**config.mk**
```make
export PLATFORM = sky130hd
export DESIGN_NAME = proportional_text_layout
export DESIGN_NICKNAME = d
export VERILOG_FILES = /design/src/ptl_pkg.sv /design/src/ptl_ram.sv /design/src/ptl_ctrl.sv /design/src/ptl_datapath.sv /design/src/proportional_text_layout.sv
export SDC_FILE = /design/constraint.sdc
export NUM_CORES = 2
export LEC_CHECK = 0
export ABC_AREA = 1
export BUFFER_PORTS_ARGS = -buffer_cell sky130_fd_sc_hd__buf_4
export CORE_MARGIN = 5
export CORE_UTILIZATION = 53
export DETAILED_ROUTE_END_ITERATION = 6
export HOLD_SLACK_MARGIN = 0.05
export PLACE_DENSITY = 0.69
export RECOVER_POWER = 100
export SKIP_LAST_GASP = 1
export SYNTH_ARGS = -nofsm -noshare
export SYNTH_HDL_FRONTEND = slang
export SYNTH_HIERARCHICAL = 1
export SYNTH_SLANG_ARGS = --single-unit
```
**constraint.sdc**
```tcl
create_clock -name clk -period 20.1 [get_ports clk]
set_clock_uncertainty 0.1 [all_clocks]
set_input_delay 4.02 -clock clk [delete_from_list [all_inputs] [get_ports clk]]
set_output_delay 4.02 -clock clk [all_outputs]
set_load 0.01 [all_outputs]
```
**src/ptl_pkg.sv**
```systemverilog
// ----------------------------------------------------------------------------
// ptl_pkg
// Shared types and constants for the proportional text layout block.
// ----------------------------------------------------------------------------
`default_nettype none

package ptl_pkg;

  // Fixed field widths
  localparam int CODE_W     = 8;
  localparam int POS_W      = 16;
  localparam int PAT_W      = 9;
  localparam int TABLE_SIZE = 256;
  localparam int APB_ADDR_W = 5;
  localparam int APB_DATA_W = 32;

  // Special character codes
  localparam logic [CODE_W-1:0] CODE_END = 8'd0;
  localparam logic [CODE_W-1:0] CODE_NL  = 8'd10;

  // Input operations
  localparam logic OP_LOAD  = 1'b0;
  localparam logic OP_WIDTH = 1'b1;

  // Alignment codes
  localparam logic [1:0] H_LEFT   = 2'd0;
  localparam logic [1:0] H_CENTER = 2'd1;
  localparam logic [1:0] H_RIGHT  = 2'd2;
  localparam logic [1:0] H_UNUSED = 2'd3;
  localparam logic [1:0] V_TOP    = 2'd0;
  localparam logic [1:0] V_MIDDLE = 2'd1;
  localparam logic [1:0] V_BOTTOM = 2'd2;
  localparam logic [1:0] V_UNUSED = 2'd3;

  // Register indexes (byte address / 4)
  localparam logic [2:0] REG_CELL_WIDTH   = 3'd0;
  localparam logic [2:0] REG_CELL_HEIGHT  = 3'd1;
  localparam logic [2:0] REG_PATTERN_BASE = 3'd2;
  localparam logic [2:0] REG_HORIZ_ALIGN  = 3'd3;
  localparam logic [2:0] REG_VERT_ALIGN   = 3'd4;

  // Register reset values
  localparam logic [7:0] RST_CELL_WIDTH   = 8'd16;
  localparam logic [7:0] RST_CELL_HEIGHT  = 8'd16;
  localparam logic [7:0] RST_PATTERN_BASE = 8'd32;
  localparam logic [1:0] RST_HORIZ_ALIGN  = 2'd0;
  localparam logic [1:0] RST_VERT_ALIGN   = 2'd0;

  typedef enum logic [2:0] {
    ST_IDLE,
    ST_ACC,
    ST_SETUP,
    ST_RD_CHAR,
    ST_RD_WIDTH,
    ST_CALC
  } ptl_state_t;

  typedef struct packed {
    logic [7:0] cell_width;
    logic [7:0] cell_height;
    logic [7:0] pattern_base;
    logic [1:0] horiz_align;
    logic [1:0] vert_align;
  } ptl_cfg_t;

  // Controller to datapath
  typedef struct packed {
    logic take;   // input transaction accepted
    logic acc;    // add looked-up glyph width to current line
    logic setup;  // start of layout walk
    logic step;   // process current character of the walk
    logic clear;  // drop string state
  } ptl_cmd_t;

  // Datapath to controller
  typedef struct packed {
    logic is_term;
    logic term_go;
    logic needs_acc;
    logic glyph;
    logic walk_end;
    logic out_free;
  } ptl_status_t;

endpackage

`default_nettype wire

```
**src/ptl_ram.sv**
```systemverilog
// ----------------------------------------------------------------------------
// ptl_ram
// Generic single-write, single-read RAM with registered read data.
// ----------------------------------------------------------------------------
`default_nettype none

module ptl_ram #(
  parameter int WIDTH = 8,
  parameter int DEPTH = 64
) (
  input  logic                     clk,
  input  logic                     we,
  input  logic [$clog2(DEPTH)-1:0] waddr,
  input  logic [WIDTH-1:0]         wdata,
  input  logic [$clog2(DEPTH)-1:0] raddr,
  output logic [WIDTH-1:0]         rdata
);

  logic [WIDTH-1:0] mem [DEPTH];

  always_ff @(posedge clk) begin
    if (we) begin
      mem[waddr] <= wdata;
    end
    rdata <= mem[raddr];
  end

endmodule

`default_nettype wire

```
**src/ptl_ctrl.sv**
```systemverilog
// ----------------------------------------------------------------------------
// ptl_ctrl
// Sequencer: character loading and the per-character layout walk.
// ----------------------------------------------------------------------------
`default_nettype none

module ptl_ctrl (
  input  logic                 clk,
  input  logic                 rst,
  input  logic                 in_valid,
  output logic                 in_ready,
  input  ptl_pkg::ptl_status_t st,
  output ptl_pkg::ptl_cmd_t    cmd
);

  import ptl_pkg::*;

  ptl_state_t state, state_next;

  // State register
  always_ff @(posedge clk) begin
    if (rst) begin
      state <= ST_IDLE;
    end else begin
      state <= state_next;
    end
  end

  // Next state and commands
  always_comb begin
    state_next = state;
    cmd        = '0;
    in_ready   = 1'b0;
    unique case (state)
      ST_IDLE: begin
        in_ready = 1'b1;
        if (in_valid) begin
          cmd.take = 1'b1;
          if (st.is_term) begin
            if (st.term_go) begin
              state_next = ST_SETUP;
            end else begin
              cmd.clear = 1'b1;
            end
          end else if (st.needs_acc) begin
            state_next = ST_ACC;
          end
        end
      end
      ST_ACC: begin
        cmd.acc    = 1'b1;
        state_next = ST_IDLE;
      end
      ST_SETUP: begin
        cmd.setup  = 1'b1;
        state_next = ST_RD_CHAR;
      end
      ST_RD_CHAR: begin
        state_next = ST_RD_WIDTH;
      end
      ST_RD_WIDTH: begin
        state_next = ST_CALC;
      end
      ST_CALC: begin
        // glyphs wait for a free output register
        if (!st.glyph || st.out_free) begin
          cmd.step = 1'b1;
          if (st.walk_end) begin
            cmd.clear  = 1'b1;
            state_next = ST_IDLE;
          end else begin
            state_next = ST_RD_CHAR;
          end
        end
      end
      default: begin
        state_next = ST_IDLE;
      end
    endcase
  end

endmodule

`default_nettype wire

```
**src/ptl_datapath.sv**
```systemverilog
// ----------------------------------------------------------------------------
// ptl_datapath
// Character store, width table, line widths and the position arithmetic.
// ----------------------------------------------------------------------------
`default_nettype none

module ptl_datapath #(
  parameter int MAX_CHARS = 64,
  parameter int MAX_LINES = 16
) (
  input  logic                 clk,
  input  logic                 rst,
  input  ptl_pkg::ptl_cfg_t    cfg,
  input  ptl_pkg::ptl_cmd_t    cmd,
  output ptl_pkg::ptl_status_t st,
  input  logic                 op,
  input  logic [7:0]           char_code,
  input  logic [7:0]           glyph_width,
  output logic                 out_valid,
  input  logic                 out_ready,
  output logic signed [15:0]   pos_x,
  output logic signed [15:0]   pos_y,
  output logic signed [8:0]    pattern,
  output logic                 last,
  output logic                 overflowed
);

  import ptl_pkg::*;

  localparam int PB = $clog2(MAX_CHARS);
  localparam int CB = $clog2(MAX_CHARS + 1);
  localparam int LB = $clog2(MAX_LINES);
  localparam int NB = $clog2(MAX_LINES + 1);
  localparam int TB = $clog2(TABLE_SIZE);

  // String state
  logic [CB-1:0]     count;
  logic [LB-1:0]     line_index;
  logic              overflow;
  logic              have_glyph;
  logic [PB-1:0]     first_glyph;
  logic [PB-1:0]     last_glyph;
  logic [POS_W-1:0]  cur_width;
  logic [TABLE_SIZE-1:0] width_valid;
  logic              valid_q;

  // Walk state
  logic [PB-1:0]     pos;
  logic [LB-1:0]     ln;
  logic              need_init;
  logic [POS_W-1:0]  run;
  logic [POS_W-1:0]  dy;

  // Memory ports
  logic [7:0]        char_rdata;
  logic [7:0]        wt_rdata;
  logic [POS_W-1:0]  lw_rdata;
  logic [TB-1:0]     w_raddr;

  // Input decode
  logic is_load, is_term, is_nl, full, line_full;
  logic store_ch, store_nl, drop, wt_we;

  assign is_load   = (op == OP_LOAD);
  assign is_term   = is_load && (char_code == CODE_END);
  assign is_nl     = is_load && (char_code == CODE_NL);
  assign full      = (count == CB'(MAX_CHARS));
  assign line_full = (line_index == LB'(MAX_LINES - 1));
  assign store_ch  = cmd.take && is_load && !is_term && !is_nl && !full;
  assign store_nl  = cmd.take && is_nl && !full && !line_full;
  assign drop      = cmd.take && is_load && !is_term && (full || (is_nl && line_full));
  assign wt_we     = cmd.take && (op == OP_WIDTH);

  // Memories
  assign w_raddr = cmd.take ? char_code : char_rdata;

  ptl_ram #(.WIDTH(8), .DEPTH(MAX_CHARS)) u_char_ram (
    .clk   (clk),
    .we    (store_ch || store_nl),
    .waddr (count[PB-1:0]),
    .wdata (char_code),
    .raddr (pos),
    .rdata (char_rdata)
  );

  ptl_ram #(.WIDTH(8), .DEPTH(TABLE_SIZE)) u_width_ram (
    .clk   (clk),
    .we    (wt_we),
    .waddr (char_code),
    .wdata (glyph_width),
    .raddr (w_raddr),
    .rdata (wt_rdata)
  );

  ptl_ram #(.WIDTH(POS_W), .DEPTH(MAX_LINES)) u_line_ram (
    .clk   (clk),
    .we    (store_nl || (cmd.take && is_term)),
    .waddr (line_index),
    .wdata (cur_width),
    .raddr (ln),
    .rdata (lw_rdata)
  );

  // Effective glyph width: unwritten entries fall back to cell width
  logic [7:0] gw;
  assign gw = valid_q ? wt_rdata : cfg.cell_width;

  // Saturating line width sum
  logic [POS_W:0]   width_sum;
  logic [POS_W-1:0] cur_width_next;
  assign width_sum      = {1'b0, cur_width} + (POS_W + 1)'(gw);
  assign cur_width_next = width_sum[POS_W] ? '1 : width_sum[POS_W-1:0];

  // First vertical offset
  logic              right, center;
  logic [NB-1:0]     n_lines;
  logic [8+NB-1:0]   hn_full;
  logic [POS_W-1:0]  hn, hn_half, half_h, dy_init;
  logic [CB-1:0]     cnt_m1;

  assign right   = (cfg.horiz_align == H_RIGHT);
  assign center  = (cfg.horiz_align == H_CENTER);
  assign n_lines = NB'(line_index) + NB'(1);
  assign hn_full = cfg.cell_height * n_lines;
  assign hn      = POS_W'(hn_full);
  assign hn_half = {1'b0, hn[POS_W-1:1]};
  assign half_h  = POS_W'(cfg.cell_height[7:1]);
  assign cnt_m1  = count - CB'(1);

  always_comb begin
    if (right) begin
      unique case (cfg.vert_align)
        V_BOTTOM: dy_init = half_h;
        V_MIDDLE: dy_init = half_h - hn_half;
        default:  dy_init = half_h - hn;
      endcase
    end else begin
      unique case (cfg.vert_align)
        V_BOTTOM: dy_init = hn - half_h;
        V_MIDDLE: dy_init = hn_half - half_h;
        default:  dy_init = '0 - half_h;
      endcase
    end
  end

  // Horizontal step for one glyph
  logic [POS_W-1:0] run_base, run_eff, w16, dx_fwd, run_fwd, dx_rt, run_rt;
  logic [9:0]       diff, diff_adj;
  logic             glyph, walk_end, out_free, load_out;

  assign run_base = center ? ('0 - {1'b0, lw_rdata[POS_W-1:1]}) : '0;
  assign run_eff  = need_init ? (run_base + POS_W'(gw[7:1])) : run;
  // (cell_width - glyph width) / 2, truncated toward zero
  assign diff     = {2'b00, cfg.cell_width} - {2'b00, gw};
  assign diff_adj = diff + {9'b0, diff[9]};
  assign w16      = {{7{diff_adj[9]}}, diff_adj[9:1]};
  assign dx_fwd   = run_eff - w16;
  assign run_fwd  = dx_fwd + POS_W'(cfg.cell_width) - w16;
  assign dx_rt    = run_eff - (w16 + POS_W'(gw));
  assign run_rt   = dx_rt + w16;

  assign glyph    = (char_rdata != CODE_NL);
  assign walk_end = glyph && (pos == (right ? first_glyph : last_glyph));
  assign out_free = !out_valid || out_ready;
  assign load_out = cmd.step && glyph;

  // Status
  always_comb begin
    st           = '0;
    st.is_term   = is_term;
    st.term_go   = have_glyph && (cfg.horiz_align != H_UNUSED);
    st.needs_acc = is_load && !is_term && !is_nl && !full;
    st.glyph     = glyph;
    st.walk_end  = walk_end;
    st.out_free  = out_free;
  end

  // Control state
  always_ff @(posedge clk) begin
    if (rst) begin
      count       <= '0;
      line_index  <= '0;
      overflow    <= 1'b0;
      have_glyph  <= 1'b0;
      cur_width   <= '0;
      width_valid <= '0;
      out_valid   <= 1'b0;
    end else begin
      if (wt_we) begin
        width_valid[char_code] <= 1'b1;
      end
      if (store_ch || store_nl) begin
        count <= count + CB'(1);
      end
      if (store_ch) begin
        have_glyph <= 1'b1;
      end
      if (store_nl) begin
        line_index <= line_index + LB'(1);
        cur_width  <= '0;
      end
      if (drop) begin
        overflow <= 1'b1;
      end
      if (cmd.acc) begin
        cur_width <= cur_width_next;
      end
      if (cmd.clear) begin
        count      <= '0;
        line_index <= '0;
        overflow   <= 1'b0;
        have_glyph <= 1'b0;
        cur_width  <= '0;
      end
      if (load_out) begin
        out_valid <= 1'b1;
      end else if (out_ready) begin
        out_valid <= 1'b0;
      end
    end
  end

  // Payload and walk registers
  always_ff @(posedge clk) begin
    valid_q <= width_valid[w_raddr];
    if (store_ch) begin
      last_glyph <= count[PB-1:0];
      if (!have_glyph) begin
        first_glyph <= count[PB-1:0];
      end
    end
    if (cmd.setup) begin
      pos       <= right ? cnt_m1[PB-1:0] : '0;
      ln        <= '0;
      need_init <= 1'b1;
      dy        <= dy_init;
    end
    if (cmd.step) begin
      pos <= right ? (pos - PB'(1)) : (pos + PB'(1));
      if (glyph) begin
        run       <= right ? run_rt : run_fwd;
        need_init <= 1'b0;
      end else begin
        // newline: next line, restart the run
        need_init <= 1'b1;
        ln        <= ln + LB'(1);
        dy        <= right ? (dy + POS_W'(cfg.cell_height))
                           : (dy - POS_W'(cfg.cell_height));
      end
    end
    if (load_out) begin
      pos_x      <= right ? dx_rt : dx_fwd;
      pos_y      <= dy;
      pattern    <= {1'b0, char_rdata} - {1'b0, cfg.pattern_base};
      last       <= walk_end;
      overflowed <= overflow;
    end
  end

endmodule

`default_nettype wire

```
**src/proportional_text_layout.sv**
```systemverilog
// ----------------------------------------------------------------------------
// proportional_text_layout
// Loads a string and lays it out in a proportional font, one result per glyph.
// ----------------------------------------------------------------------------
// Loading: a width write or newline is handled in the idle state, a printable
// character adds a step (width table read, then line width add); a terminator
// that starts a walk adds setup. Layout: each walked character goes through
// character RAM read, width RAM read and position update; a glyph waits while the output is stalled.
// Reset: synchronous rst restores register defaults, marks all width entries
// unwritten and empties the string; no memory clearing pass is needed.
`default_nettype none

module proportional_text_layout #(
  parameter int MAX_CHARS = 64,
  parameter int MAX_LINES = 16
) (
  input  logic                              clk,
  input  logic                              rst,
  // configuration
  input  logic                              psel,
  input  logic                              penable,
  input  logic                              pwrite,
  input  logic [ptl_pkg::APB_ADDR_W-1:0]    paddr,
  input  logic [ptl_pkg::APB_DATA_W-1:0]    pwdata,
  output logic [ptl_pkg::APB_DATA_W-1:0]    prdata,
  output logic                              pready,
  // input items
  input  logic                              in_valid,
  output logic                              in_ready,
  input  logic                              op,
  input  logic [7:0]                        char_code,
  input  logic [7:0]                        glyph_width,
  // results
  output logic                              out_valid,
  input  logic                              out_ready,
  output logic signed [15:0]                pos_x,
  output logic signed [15:0]                pos_y,
  output logic signed [8:0]                 pattern,
  output logic                              last,
  output logic                              overflowed
);

  import ptl_pkg::*;

  ptl_cfg_t    cfg;
  ptl_cmd_t    cmd;
  ptl_status_t st;
  logic [2:0]  reg_idx;
  logic        cfg_wr;

  assign pready  = 1'b1;
  assign reg_idx = paddr[4:2];
  assign cfg_wr  = psel && penable && pwrite && pready;

  // Configuration registers
  always_ff @(posedge clk) begin
    if (rst) begin
      cfg.cell_width   <= RST_CELL_WIDTH;
      cfg.cell_height  <= RST_CELL_HEIGHT;
      cfg.pattern_base <= RST_PATTERN_BASE;
      cfg.horiz_align  <= RST_HORIZ_ALIGN;
      cfg.vert_align   <= RST_VERT_ALIGN;
    end else if (cfg_wr) begin
      unique case (reg_idx)
        REG_CELL_WIDTH:   cfg.cell_width   <= pwdata[7:0];
        REG_CELL_HEIGHT:  cfg.cell_height  <= pwdata[7:0];
        REG_PATTERN_BASE: cfg.pattern_base <= pwdata[7:0];
        REG_HORIZ_ALIGN:  cfg.horiz_align  <= pwdata[1:0];
        REG_VERT_ALIGN:   cfg.vert_align   <= pwdata[1:0];
        default: ;
      endcase
    end
  end

  // Register read-back
  always_comb begin
    unique case (reg_idx)
      REG_CELL_WIDTH:   prdata = APB_DATA_W'(cfg.cell_width);
      REG_CELL_HEIGHT:  prdata = APB_DATA_W'(cfg.cell_height);
      REG_PATTERN_BASE: prdata = APB_DATA_W'(cfg.pattern_base);
      REG_HORIZ_ALIGN:  prdata = APB_DATA_W'(cfg.horiz_align);
      REG_VERT_ALIGN:   prdata = APB_DATA_W'(cfg.vert_align);
      default:          prdata = '0;
    endcase
  end

  ptl_ctrl u_ctrl (
    .clk      (clk),
    .rst      (rst),
    .in_valid (in_valid),
    .in_ready (in_ready),
    .st       (st),
    .cmd      (cmd)
  );

  ptl_datapath #(
    .MAX_CHARS (MAX_CHARS),
    .MAX_LINES (MAX_LINES)
  ) u_datapath (
    .clk         (clk),
    .rst         (rst),
    .cfg         (cfg),
    .cmd         (cmd),
    .st          (st),
    .op          (op),
    .char_code   (char_code),
    .glyph_width (glyph_width),
    .out_valid   (out_valid),
    .out_ready   (out_ready),
    .pos_x       (pos_x),
    .pos_y       (pos_y),
    .pattern     (pattern),
    .last        (last),
    .overflowed  (overflowed)
  );

endmodule

`default_nettype wire

```
# == Yosys cells after proc, flatten, opt, wreduce, memory -nomap -nowiden ==
# Memories as Yosys holds them, arrays and structs flattened. A register that Yosys moved wholly into a read port is not among the register bits.
# Index checks and enable logic that the tools add are counted.
# Widths: inputs -> output; s select.
# op_classes
n_reduce_logical,48
n_mux,59
n_mul,1
addsub,26
order_cmp,3
bitwise,3
eq_ne,23
# op_table
cell,n
$or 256x256->256,1
$mux 16,12
$pmux 16 s2,2
$sub 16x16->16,3
$pmux 8 s5,1
$add 16x8->16,2
$mux 6,5
$mux 1,23
$logic_and 1x1->1,22
$lt 8x9->1 const B,2
$sub 8x8->9,2
$add 16x8->17,1
$add 16x16->16,1
$add 16x7->16,1
$mux 8,2
$sub 1x15->16 const A,1
$sub 16x8->16,1
$mux 3,5
$pmux 3 s5,1
$reduce_and 2->1,7
$sub 13x7->14,1
$sub 7x13->14,1
$mul 8x5->13,1
$sub 12x7->13,1
37 further kinds,64
# totals
register_bits,416
word_cells,192
ram_bits,2816
mem_count,3
in_bits,61
out_inout_bits,78
# mem_list
name,words,width,read_ports,rd_clocked_by_memory_dff,wr,line,rtl
u_datapath.u_width_ram.mem,256,8,1,1,1,ptl_ram.sv:19,logic [WIDTH-1:0] mem [DEPTH];
u_datapath.u_char_ram.mem,64,8,1,1,1,ptl_ram.sv:19,
u_datapath.u_line_ram.mem,16,16,1,1,1,ptl_ram.sv:19,

# == Logic depth before layout (Yosys ltp) ==
# depth
ltp_word,10
depth_mapped,46
ltp_nobuf,46

# == Modules after synthesis ==
# Netlist, hierarchy kept.
# modules_own_cells
module,seq_area_each_um2,n_inst,cells_per_inst,area_per_inst_um2
ptl_ram at u_datapath.u_width_ram,61659.1,1,7003,83396.2
ptl_datapath,8488.1,1,3691,26205.1
ptl_ram at u_datapath.u_char_ram,15534.9,1,1805,21339.2
ptl_ram at u_datapath.u_line_ram,8007.7,1,1074,11380.9
proportional_text_layout,560.5,1,250,1636.6
ptl_ctrl,60.1,1,44,281.5

# == Worst setup path before layout ==
# Ideal clock, no wire load.
# synth_path
kind,in2out
startpoint,in paddr[3] (netlist bit)
endpoint,out prdata[2] (netlist bit)
path_slack_ns,11.237
stages,7
arrival_ns,4.743
n_path_buf,2
t_required_ns,15.980
path_cell_list,buf_6 -> inv_1 -> nand2_2 -> nor2_2 -> buf_6 -> nand2_1 -> nand3_1
# synth_via
elab_chain_len,2
word_cells_on_any_way,6
classes_between,eq/ne: 4; mux: 1; reduce/logical: 1
# synth_lines
element,line,rtl
"start, declared",proportional_text_layout.sv:23,"input logic [ptl_pkg::APB_ADDR_W-1:0] paddr,"
"$eq 3x3->1, or another cell as far along",proportional_text_layout.sv:77,unique case (reg_idx)
$pmux 8 s5 *,proportional_text_layout.sv:77,
"end, declared",proportional_text_layout.sv:25,"output logic [ptl_pkg::APB_DATA_W-1:0] prdata,"
# Mark *: on every way between the ends. The rest lies on a longest branch, timed or not.

# == Worst setup path after layout ==
# layout_path
startpoint,in glyph_width[2]
endpoint,mem u_datapath.u_width_ram.mem[356][2] (netlist: u_datapath/u_width_ram/mem[178][2]) (data pin)
# layout_lines
element,line,rtl
"start, declared",proportional_text_layout.sv:32,"input logic [7:0] glyph_width,"
"end, declared",ptl_ram.sv:19,
# Straight into the memory's write port.

==> out/results.txt <==
CTS sink cnt -> 3247
Fin. Hold Viols -> 0
Gate power share -> 0.158
First-pass GRT wire length -> 558000 um
CTS root buffer -> clkbuf_16
Max capacitance violation total -> 69
Number of antenna violations at the first check in global routing -> 12
Setup-failing EPs final -> 0
CTS Hold Bufs -> 0
ANT nets after route -> 0
Worst-Margin Slew -> 6.15 ns
Io pins -> 139
Clk Latency, worst-skew pair -> 0.88 ns
Clock transition at path regs -> 0.05 ns
Internal power -> 11800 uW
Post-CTS sizing -> 0
Fin crit period -> 13.33 ns
Crit-path max cell delay -> 3.35 ns
Die Area -> 281000 um2
WP data arrival -> 13.36 ns
Pin count of the biggest net entering global routing -> 197
Pre-CTS setup slack -> 10.11 ns
Fillers -> 22300
Mapped Cells -> 13800
Area Overhead vs Synth -> 8.65%
CTS tree -> done
Fmax -> 75.0 MHz
Crit. End Element -> flip-flop
Failing checks -> capacitance limit, slew limit
Final Wtd Congestion -> 0.916
Status -> finished with violations
Die X -> 530 um
Placed cells -> 16800
Vias -> 99700
Initial DRC count -> 10900
Die height -> 530 um
CP max stage cell -> clkbuf_1
RSZ-0062 raised after global routing -> no
Initial core utilization -> 0.531
Final period util -> 0.663
Total GRT Usage -> 0.256
Max-slew violations -> 3860
Synth Cell Area -> 144000 um2
Sw Pwr -> 4310 uW
Drt total wl -> 369000 um
Post-CTS Setup Repair Bufs -> 0
Crit path launch type -> input pin
Placed cell area -> 146000 um2
Core area -> 270000 um2
DR pass1 iterations -> 6
GRT Residual Overflow -> 0
Reg power frac -> 0.462
WL per Instance -> 21.2 um
Post-layout nets -> 13900
Number of port buffers -> 87
H-tree levels -> 5
Clock Power Share -> 0.380
Power Density -> 104 nW/um2
Sw frac -> 0.267
Share of cells above drive strength 1 -> 0.0507
Max rail drop VDD -> 120 uV
Vias in the first global route -> 93500
Syn avg cell area -> 10.4 um2
Slew HR -> -3.10
CP Max Fanout -> 97
Final setup margin -> 6.77 ns
Synth warn -> 6
Cell mode on critical path -> clkbuf_1
Critical path required time -> 20.13 ns
DP HPWL -> 211000 um
Leak -> 0.0573 uW
Post-route cell area -> 156000 um2
Crit-path cells -> clkbuf_1 > clkbuf_1 > clkbuf_1
Setup TNS -> 0 ns
Vias per cell -> 5.73
Number of buffers created by CTS -> 336
# DRC -> 0
Hold crit path type -> flip-flop to flip-flop
Std-Cell Rows -> 191
WS Path Type -> input pin to flip-flop
Buffers from clock root to sink, at most -> 4
Fin cells -> 17400
-- cell type report --
class	instances	area (um2)	share of cell area
diodes	6	15.0	0.0000963
repair buffers	238	1390	0.00889
clock inverters	175	1670	0.0107
clock buffers	431	9190	0.0589
inverters	770	2960	0.0190
multi-input cells	8973	42500	0.272
well taps	3570	4470	0.0286
flip-flops and latches	3247	93800	0.601
-- flip-flops by register name, summed over array words and instances, names as in the netlist, 7 cells and up --
signal                        cells
u_datapath/cur_width             16
u_datapath/pos_x                 16
u_datapath/u_line_ram/rdata      15
u_datapath/u_char_ram/rdata       8
u_datapath/u_char_ram/mem       512
u_datapath/dy                    16
u_datapath/width_valid          256
u_datapath/u_width_ram/mem     2048
u_datapath/u_width_ram/rdata      8
u_datapath/pattern                9
u_datapath/count                  7
u_datapath/run                   16
u_datapath/u_line_ram/mem       240
u_datapath/pos_y                 16
cfg                              28
-- through the flow --
step / hold slack [ns] / total power (uW) / util
after CTS: 0.350 / 16200 / 0.580
after global placement: 0.334 / 10100 / 0.540
after floorplan: 0.308 / 9420 / -
after detailed placement: 0.342 / 10100 / 0.540
after global routing: 0.371 / 16800 / 0.577
final: 0.352 / 16100 / 0.577
-- worst max-delay path: cells and delay by family --
kind | cells | cell delay, ns
buffers and inverters | 3 | 9.09
-- path summary, 6_finish.rpt --
path | end | depth (start not counted) | start | slack [ns]
worst min-delay path | u_datapath/width_valid[251] | 2 | u_datapath/width_valid[251] | 0.35
worst max-delay path | u_datapath/u_width_ram/mem[178][2] | 3 | glyph_width[2] | 6.77
worst max register to register | u_datapath/u_char_ram/rdata[7] | 11 | u_datapath/pos[0] | 9.32
worst min register to register | u_datapath/width_valid[251] | 2 | u_datapath/width_valid[251] | 0.35
-- layer usage --
metal	part of all wire	wire, um	global-route usage	up-vias
li1	-	-	-	47100
met1	0.40	149000	0.349	47500
met2	0.47	174000	0.414	4250
met3	0.087	32000	0.0428	830
met4	0.039	14500	0.0996	6
met5	0.00015	56	0	-
-- power groups by stage --
| stage | Combinational (uW) | Clock [uW] | Sequential [uW] |
|---|---|---|---|
| 6_report | 2550 | 6140 | 7460 |
| 2_1_floorplan | 1870 | 0 | 7550 |
| 3_3_place_gp | 2470 | 0 | 7580 |
| 5_1_grt | 2860 | 6500 | 7460 |
| 3_5_place_dp | 2520 | 0 | 7580 |
| 4_1_cts | 2540 | 6230 | 7440 |
-- cell usage in the layout (no fill, tap or decap), drive strengths merged, types with 189 or more instances in the layout --
master  count
inv       777
dfxtp     369
a21oi     528
clkbuf    562
edfxtp   2878
nand3    2889
ha        189
nor2      798
nand2    3862
o21ai     251
(Power assumes the default switching activity.)
